<file path="src/rtl/core/dtdn_pkg.sv">
// Shared types, status codes and the month offset table for the date converter.
`timescale 1ns / 1ps
package dtdn_pkg;

    localparam int CHAR_W = 8;
    localparam int NUM_W  = 22;
    localparam int SPAN_W = 23;

    typedef enum logic [2:0] {
        ST_OK       = 3'd0,
        ST_EMPTY    = 3'd1,
        ST_NODIGIT  = 3'd2,
        ST_BADDAY   = 3'd3,
        ST_BADMONTH = 3'd4,
        ST_BADFEB   = 3'd5
    } status_t;

    typedef struct packed {
        logic [CHAR_W-1:0] day_tens;
        logic [CHAR_W-1:0] day_ones;
        logic [CHAR_W-1:0] month_tens;
        logic [CHAR_W-1:0] month_ones;
        logic [CHAR_W-1:0] year_thousands;
        logic [CHAR_W-1:0] year_hundreds;
        logic [CHAR_W-1:0] year_tens;
        logic [CHAR_W-1:0] year_ones;
    } date_chars_t;

    typedef struct packed {
        status_t           status;
        logic [NUM_W-1:0]  day_number;
    } conv_res_t;

    // Days in the year before the first of month m (January = 1).
    function automatic logic [8:0] days_before(input logic [3:0] m);
        logic [8:0] r;
        unique case (m)
            4'd1:    r = 9'd0;
            4'd2:    r = 9'd31;
            4'd3:    r = 9'd59;
            4'd4:    r = 9'd90;
            4'd5:    r = 9'd120;
            4'd6:    r = 9'd151;
            4'd7:    r = 9'd181;
            4'd8:    r = 9'd212;
            4'd9:    r = 9'd243;
            4'd10:   r = 9'd273;
            4'd11:   r = 9'd304;
            4'd12:   r = 9'd334;
            default: r = 9'd0;
        endcase
        return r;
    endfunction

    function automatic logic digit_ok(input logic [CHAR_W-1:0] c);
        return (c >= 8'h30) && (c <= 8'h39);
    endfunction

endpackage

</file>
<file path="src/rtl/core/dtdn_if.sv">
// Valid/ready channel interfaces for date items and conversion results.
`timescale 1ns / 1ps
interface dtdn_in_if;
    logic       valid;
    logic       ready;
    logic [7:0] day_tens;
    logic [7:0] day_ones;
    logic [7:0] month_tens;
    logic [7:0] month_ones;
    logic [7:0] year_thousands;
    logic [7:0] year_hundreds;
    logic [7:0] year_tens;
    logic [7:0] year_ones;
    logic       pair_second;

    modport source (
        output valid, day_tens, day_ones, month_tens, month_ones,
               year_thousands, year_hundreds, year_tens, year_ones, pair_second,
        input  ready
    );
    modport sink (
        input  valid, day_tens, day_ones, month_tens, month_ones,
               year_thousands, year_hundreds, year_tens, year_ones, pair_second,
        output ready
    );
endinterface

interface dtdn_out_if;
    logic               valid;
    logic               ready;
    logic [2:0]         status;
    logic [21:0]        day_number;
    logic               span_ready;
    logic signed [22:0] span;

    modport source (
        output valid, status, day_number, span_ready, span,
        input  ready
    );
    modport sink (
        input  valid, status, day_number, span_ready, span,
        output ready
    );
endinterface

</file>
<file path="src/rtl/core/dtdn_conv.sv">
// Date check and conversion of DD MM YYYY digit characters to a serial day number.
`timescale 1ns / 1ps
module dtdn_conv
    import dtdn_pkg::*;
(
    input  date_chars_t chars,
    output conv_res_t   res
);

    logic [6:0]       day;
    logic [6:0]       month;
    logic [6:0]       cen;
    logic [6:0]       yy;
    logic [13:0]      year;
    logic [13:0]      e;
    logic [6:0]       e_div100;
    logic [4:0]       e_div400;
    logic [11:0]      e_div4;
    logic             leap;
    logic             feb_bad;
    logic [NUM_W-1:0] base;
    logic [NUM_W-1:0] num_long;
    logic [NUM_W-1:0] num_short;

    assign day   = 7'(chars.day_tens[3:0]) * 7'd10 + 7'(chars.day_ones[3:0]);
    assign month = 7'(chars.month_tens[3:0]) * 7'd10 + 7'(chars.month_ones[3:0]);
    assign cen   = 7'(chars.year_thousands[3:0]) * 7'd10 + 7'(chars.year_hundreds[3:0]);
    assign yy    = 7'(chars.year_tens[3:0]) * 7'd10 + 7'(chars.year_ones[3:0]);
    assign year  = 14'(cen) * 14'd100 + 14'(yy);

    // Divisibility by 4, 100 and 400 read straight off the digit pairs
    assign leap = (yy[1:0] == 2'd0) && ((yy != 7'd0) || (cen[1:0] == 2'd0));

    // Quotients of year-1; only used for years above 1
    assign e        = year - 14'd1;
    assign e_div4   = e[13:2];
    assign e_div100 = (yy == 7'd0) ? cen - 7'd1 : cen;
    assign e_div400 = e_div100[6:2];

    assign feb_bad = (month == 7'd2) && (day > (leap ? 7'd29 : 7'd28));

    // Years 0 and 1 get no leap-day offset in the day number, so it only goes into the long form
    assign base = 22'(day) + 22'(days_before(month[3:0]));
    assign num_long = base + 22'(leap && (month > 7'd2)) + 22'(e) * 22'd365
                    + 22'(e_div4) - 22'(e_div100) + 22'(e_div400);
    assign num_short = base + ((year == 14'd1) ? 22'd365 : 22'd0);

    always_comb
    begin
        res.status     = ST_OK;
        res.day_number = '0;
        priority if (chars.day_tens == 8'h00)
        begin
            res.status = ST_EMPTY;
        end
        else if (!digit_ok(chars.day_tens) || !digit_ok(chars.day_ones))
        begin
            res.status = ST_NODIGIT;
        end
        else if ((day < 7'd1) || (day > 7'd31))
        begin
            res.status = ST_BADDAY;
        end
        else if (!digit_ok(chars.month_tens) || !digit_ok(chars.month_ones))
        begin
            res.status = ST_NODIGIT;
        end
        else if ((month < 7'd1) || (month > 7'd12))
        begin
            res.status = ST_BADMONTH;
        end
        else if (!digit_ok(chars.year_thousands) || !digit_ok(chars.year_hundreds) ||
                 !digit_ok(chars.year_tens) || !digit_ok(chars.year_ones))
        begin
            res.status = ST_NODIGIT;
        end
        else if (feb_bad)
        begin
            res.status = ST_BADFEB;
        end
        else
        begin
            res.day_number = (year > 14'd1) ? num_long : num_short;
        end
    end

endmodule

</file>
<file path="src/rtl/core/dtdn_span.sv">
// Inclusive span between the stored first date and the current one.
`timescale 1ns / 1ps
module dtdn_span
    import dtdn_pkg::*;
(
    input  logic [NUM_W-1:0]         first_num,
    input  logic                     first_ok,
    input  conv_res_t                cur,
    output logic signed [SPAN_W-1:0] span
);

    logic [NUM_W-1:0] diff;

    assign diff = (first_num > cur.day_number) ? first_num - cur.day_number
                                               : cur.day_number - first_num;

    assign span = (first_ok && (cur.status == ST_OK))
                ? $signed(SPAN_W'(diff) + SPAN_W'(1))
                : $signed({SPAN_W{1'b1}});

endmodule

</file>
<file path="src/rtl/core/date_to_day_number_span.sv">
// Top level: date to day number converter with pairwise span, input and result registers.
//
//   channel | dir | payload
//   din     | in  | eight ASCII date characters, pair_second
//   dout    | out | status, day_number, span_ready, span
//
// One transaction per cycle sustained while dout is ready.
// Conversion and span sit between the input register and the result register.
// The stored first date updates as a first-of-pair item moves into the result register.
// A stall on dout holds the result register and then the input register;
// din is refused only when both are full. Reset clears valids and the first date.
`timescale 1ns / 1ps
module date_to_day_number_span
    import dtdn_pkg::*;
(
    input  logic        clk,
    input  logic        rst_n,
    dtdn_in_if.sink     din,
    dtdn_out_if.source  dout
);

    logic                     in_valid_reg, in_valid_next;
    date_chars_t              chars_reg;
    logic                     second_reg;
    logic                     out_valid_reg, out_valid_next;
    logic [2:0]               status_reg;
    logic [NUM_W-1:0]         num_reg;
    logic                     span_ready_reg;
    logic signed [SPAN_W-1:0] span_reg;
    logic [NUM_W-1:0]         first_num_reg, first_num_next;
    logic                     first_ok_reg, first_ok_next;

    logic                     din_acc;
    logic                     adv;
    conv_res_t                conv;
    logic signed [SPAN_W-1:0] span_calc;

    dtdn_conv u_conv (
        .chars (chars_reg),
        .res   (conv)
    );

    dtdn_span u_span (
        .first_num (first_num_reg),
        .first_ok  (first_ok_reg),
        .cur       (conv),
        .span      (span_calc)
    );

    assign adv       = in_valid_reg && (!out_valid_reg || dout.ready);
    assign din.ready = !in_valid_reg || adv;
    assign din_acc   = din.valid && din.ready;

    always_comb
    begin
        in_valid_next  = din_acc ? 1'b1 : (adv ? 1'b0 : in_valid_reg);
        out_valid_next = adv ? 1'b1 : (dout.ready ? 1'b0 : out_valid_reg);
        first_num_next = first_num_reg;
        first_ok_next  = first_ok_reg;
        if (adv && !second_reg)
        begin
            first_num_next = conv.day_number;
            first_ok_next  = (conv.status == ST_OK);
        end
    end

    always_ff @(posedge clk or negedge rst_n)
    begin
        if (!rst_n)
        begin
            in_valid_reg  <= 1'b0;
            out_valid_reg <= 1'b0;
            first_num_reg <= '0;
            first_ok_reg  <= 1'b0;
        end
        else
        begin
            in_valid_reg  <= in_valid_next;
            out_valid_reg <= out_valid_next;
            first_num_reg <= first_num_next;
            first_ok_reg  <= first_ok_next;
        end
    end

    always_ff @(posedge clk)
    begin
        if (din_acc)
        begin
            chars_reg.day_tens       <= din.day_tens;
            chars_reg.day_ones       <= din.day_ones;
            chars_reg.month_tens     <= din.month_tens;
            chars_reg.month_ones     <= din.month_ones;
            chars_reg.year_thousands <= din.year_thousands;
            chars_reg.year_hundreds  <= din.year_hundreds;
            chars_reg.year_tens      <= din.year_tens;
            chars_reg.year_ones      <= din.year_ones;
            second_reg               <= din.pair_second;
        end
        if (adv)
        begin
            status_reg     <= conv.status;
            num_reg        <= conv.day_number;
            span_ready_reg <= second_reg;
            span_reg       <= second_reg ? span_calc : '0;
        end
    end

    assign dout.valid      = out_valid_reg;
    assign dout.status     = status_reg;
    assign dout.day_number = num_reg;
    assign dout.span_ready = span_ready_reg;
    assign dout.span       = span_reg;

endmodule

</file>
<file path="src/flat_wrapper.sv">
// flat-port wrapper written by rule: the top's interface ports become plain ports
module date_to_day_number_span_flat import dtdn_pkg::*;
  (clk, rst_n, din_valid, din_day_tens, din_day_ones, din_month_tens, din_month_ones, din_year_thousands, din_year_hundreds, din_year_tens, din_year_ones, din_pair_second, din_ready, dout_valid, dout_status, dout_day_number, dout_span_ready, dout_span, dout_ready);
  dtdn_in_if din_i ();
  dtdn_out_if dout_i ();
  input  logic clk;
  input  logic rst_n;
  input wire logic [$bits(din_i.valid)-1:0] din_valid;
  input wire logic [$bits(din_i.day_tens)-1:0] din_day_tens;
  input wire logic [$bits(din_i.day_ones)-1:0] din_day_ones;
  input wire logic [$bits(din_i.month_tens)-1:0] din_month_tens;
  input wire logic [$bits(din_i.month_ones)-1:0] din_month_ones;
  input wire logic [$bits(din_i.year_thousands)-1:0] din_year_thousands;
  input wire logic [$bits(din_i.year_hundreds)-1:0] din_year_hundreds;
  input wire logic [$bits(din_i.year_tens)-1:0] din_year_tens;
  input wire logic [$bits(din_i.year_ones)-1:0] din_year_ones;
  input wire logic [$bits(din_i.pair_second)-1:0] din_pair_second;
  output wire logic [$bits(din_i.ready)-1:0] din_ready;
  output wire logic [$bits(dout_i.valid)-1:0] dout_valid;
  output wire logic [$bits(dout_i.status)-1:0] dout_status;
  output wire logic [$bits(dout_i.day_number)-1:0] dout_day_number;
  output wire logic [$bits(dout_i.span_ready)-1:0] dout_span_ready;
  output wire logic [$bits(dout_i.span)-1:0] dout_span;
  input wire logic [$bits(dout_i.ready)-1:0] dout_ready;
  assign din_i.valid = din_valid;
  assign din_i.day_tens = din_day_tens;
  assign din_i.day_ones = din_day_ones;
  assign din_i.month_tens = din_month_tens;
  assign din_i.month_ones = din_month_ones;
  assign din_i.year_thousands = din_year_thousands;
  assign din_i.year_hundreds = din_year_hundreds;
  assign din_i.year_tens = din_year_tens;
  assign din_i.year_ones = din_year_ones;
  assign din_i.pair_second = din_pair_second;
  assign din_ready = din_i.ready;
  assign dout_valid = dout_i.valid;
  assign dout_status = dout_i.status;
  assign dout_day_number = dout_i.day_number;
  assign dout_span_ready = dout_i.span_ready;
  assign dout_span = dout_i.span;
  assign dout_i.ready = dout_ready;
  date_to_day_number_span u_core (.clk(clk), .rst_n(rst_n), .din(din_i), .dout(dout_i));
endmodule
</file>
<file path="config.mk">
export PLATFORM = sky130hd
export DESIGN_NAME = date_to_day_number_span_flat
export DESIGN_NICKNAME = d
export VERILOG_FILES = /design/src/rtl/core/dtdn_pkg.sv /design/src/rtl/core/dtdn_if.sv /design/src/rtl/core/dtdn_conv.sv /design/src/rtl/core/dtdn_span.sv /design/src/rtl/core/date_to_day_number_span.sv /design/src/flat_wrapper.sv
export SDC_FILE = /design/constraint.sdc
export NUM_CORES = 1
export LEC_CHECK = 0
export BUFFER_PORTS_ARGS = -buffer_cell sky130_fd_sc_hd__buf_2
export CAP_MARGIN = 15
export CORE_AREA = 4 4 254 256
export CTS_BUF_LIST = sky130_fd_sc_hd__clkbuf_4 sky130_fd_sc_hd__clkbuf_8
export CTS_CLUSTER_DIAMETER = 120
export DETAILED_ROUTE_END_ITERATION = 10
export DIE_AREA = 0 0 258 260
export GPL_ROUTABILITY_DRIVEN = 0
export PLACE_DENSITY = 0.48
export SYNTH_ARGS = -nofsm -noshare
export SYNTH_HDL_FRONTEND = slang
export SYNTH_HIERARCHICAL = 1
export SYNTH_SLANG_ARGS = --single-unit
</file>
<file path="constraint.sdc">
create_clock -name clk -period 14.25 [get_ports clk]
set_input_delay 1.425 -clock clk [delete_from_list [all_inputs] [get_ports clk]]
set_output_delay 1.425 -clock clk [all_outputs]
set_load 0.02 [all_outputs]
</file>
==> key figures <==
Clock network
  – Worst-Skew Late Latency: ~500 ps
  – Hold buffer count at cts: 0
  – CTS tree: yes
  – H-tree levels: 4
  – Clock tree buffer depth: 2
  – TritonCTS buffer count: 17
  – Post-CTS Setup Bufs: 0
  – Post_cts resized: 0
  – Worst-path clk slew: approximately 90 ps
  – Root buf cell: clkbuf_8
  – CTS sink count: 139

Final layout
  – Multi-input logic area: between 10000 and 15000 um2
  – Synth-to-Final Area Change: 12.1%
  – Final nets: roughly 2000
  – # fillers: between 6000 and 7000
  – Number of flip-flops in the largest register: 64
  – Sequential cell area: 4050 um2
  – Share of layout cells above drive strength 1: 0.141
  – Post-route cell area: between 15000 and 20000 um2

Worst setup path
  – Worst-path maximum fanout: 16
  – Crit path max-delay family: adder cells
  – WP data required: 14500 ps
  – Crit-path slowest cell: fa_1
  – Reg2reg path depth: between 40 and 50
  – Max stage delay on crit path: 550 ps
  – Cell mode on critical path: inv_1
  – CP endpoint kind: register
  – Critical path class: register to register
  – Worst path arrival time: 13380 ps
  – Startpoint Class: register
  – Critical path depth: between 40 and 50
  – WP buf/inv: 7

Global routing
  – Largest net degree at the start of global routing: 66
  – Vias in the first global route: 11900
  – Total GRT Usage: 0.119
  – GR Overflow Total: 0
  – First-pass GRT wire length: 64.2 mm
  – Initial antenna violation count: 1

Route
  – Residual DRC: 0
  – Wire length on met2: ~19 mm
  – Top routing layer in use: met4
  – WL/cell: about 16 um
  – Via count: approximately 11000
  – DRT antenna net count: 0
  – Metal3 WL: around 1.5 mm
  – Vias per inst: around 4.5
  – Initial drt markers: ~660
  – 1st-pass router iterations: 5
  – Routed WL: 39.7 mm
  – WL met1: ~19 mm

STA
  – Fin. Hold Viols: 0
  – RSZ-0062 raised after global routing: no
  – Setup ws final: 1120 ps
  – Skew final: ~21 ps
  – Max-slew violation count: 0
  – Peak Freq: 76.2 MHz
  – Final period util: 0.921
  – # setup viols final: 0
  – Final hold slack: ~500 ps
  – Worst relative slew slack: 0.265
  – Tmin final: ~13000 ps
  – Setup tns final: 0 ps
  – Worst-Margin Slew: roughly 1100 ps

Place
  – Worst slack, placed: 1100 ps
  – Port buffer count: approximately 120
  – Cell Area, Placed: 16900 um2
  – Hpwl dp: ~33 mm

Floorplanning
  – Die width: 258 um
  – Overall die height: ~260 um
  – Die area: about 67000 um2
  – Initial Utilization: 0.247
  – Core area: about 63000 um2
  – Row Count: between 90 and 100
  – I/O pin count: between 100 and 150

Synthesis
  – Register area share after synthesis: 0.263
  – Area contributors post-synth: edfxtp_1 (22%), ha_1 (16%), fa_1 (13%), inv_1 (5.5%), dfrtp_1 (4.1%)
  – Post-synth EDFFs: 114
  – Netlist cell types: around 110
  – Post-Syn Area per Cell: just under 10 um2
  – Synth area leader: edfxtp_1
  – Syn Std Cell Area: approximately 15000 um2
  – Synth Net Count: around 1900
  – Post-synth top area share: 0.222
  – Seq cells post-synth: 139
  – Async set-reset flop share out of synthesis: 0.180
  – Post-Syn Instances: about 1600
  – Top FF cell, synth: edfxtp_1
  – Ys Warns: 6

Job
  – Maxcap violations: 0

Run status
  – Status: finished, final reports clean

Min path
  – WHS Path Cells: 1
  – Worst hold path class: register to register
-- layer usage --
metal,track usage,up-vias
met2,0.205,229
li1,-,5634
met5,0,-
met4,0.0258,0
met1,0.157,5512
met3,0.0186,40
-- layout by cell type (no fill, tap or decap), types with 9 or more instances in the layout --
master    count
a21o_1       35
a21oi_1      79
a31oi_1      10
and2_1       33
buf_2       119
buf_4        10
clkbuf_8     17
dfrtp_1      25
edfxtp_1    114
fa_1        102
ha_1        199
inv_1       228
mux2_2       24
mux2i_1      19
nand2_1      80
nand2b_1     10
nand3_1      23
nand4_1      15
nor2_1       93
nor2b_1      11
nor3_1       25
nor4_1       16
o211ai_1     14
o21a_1        9
o21ai_0      64
o21bai_1     11
xnor2_1      69
xor2_1       46
-- final cells by class --
class	count	share of cell area
clock buffer	18	0.0140
clock inverter	14	0.00796
inverter	230	0.0499
sequential	139	0.234
tap	846	0.0612
multi-input combinational	1150	0.594
antenna	1	0.000145
timing repair buffer	129	0.0388
-- worst paths after layout --
kind | from | to | slack, ps
worst max-delay path | u_core/chars_reg[25] | u_core/dout.span[19] | 1120
worst min-delay path | u_core/first_ok_reg | u_core/first_ok_reg | 500
worst max register to register | u_core/chars_reg[25] | u_core/dout.span[19] | 1120
worst min register to register | u_core/first_ok_reg | u_core/first_ok_reg | 500
max in group asynchronous | rst_n | u_core/dout.valid | 12850
min in group asynchronous | rst_n | u_core/first_num_reg[0] | 950
-- synthesized netlist by cell type, types with 4 or more instances --
cell / number
a2111oi_0: 5
and3_1: 5
and2_1: 35
a21oi_1: 79
o31ai_1: 5
a21boi_0: 4
or3_1: 7
o31a_1: 8
nor3_1: 25
o2bb2ai_1: 4
nand4_1: 15
o21a_1: 9
o21ai_0: 64
nand3_1: 23
xnor2_1: 69
mux2i_1: 19
buf_6: 9
or4_1: 6
a21o_1: 35
a211oi_1: 7
nor3b_1: 6
a31oi_1: 10
nand2_1: 80
nor2b_1: 11
nand3b_1: 4
nor2_1: 93
o211ai_1: 14
edfxtp_1: 114
clkbuf_1: 14
a221oi_1: 6
nand2b_1: 10
o22ai_1: 5
xor2_1: 46
nor4_1: 16
mux2_2: 24
fa_1: 102
ha_1: 199
inv_1: 228
or2_2: 6
dfrtp_1: 25
a211o_1: 4
o21bai_1: 11
-- worst reg2reg max path: cells and delay by family (launching register included) --
kind / cells / cell delay (ps)
multiplexers: 1 / 110
adder cells (fa/ha/maj): 12 / 4890
buffers and inverters: 7 / 630
flip-flops: 1 / 450
XOR/XNOR: 5 / 1400
AO/OA/AOI/OAI: 10 / 2370
AND/OR/NAND/NOR: 13 / 3040
-- stage by stage --
step / util / cells
floorplan: - / 1552
global placement: 0.271 / 2494
detailed placement: 0.271 / 2494
CTS: 0.277 / 2526
global route: 0.277 / 2527
finish: 0.277 / 2527
-- kinds of logic after synthesis --
logic type      count (synthesis)  synth area share
xor+xnor                      118            0.0689
compound gates                311             0.139
flops                         139             0.263
mux                            45            0.0320
fa+ha+maj                     301             0.294
buf+inv                       263            0.0720
simple gates                  375             0.132
Power is not shown: default switching activity piles up to over one toggle a cycle in this logic, so the estimate is an artifact.
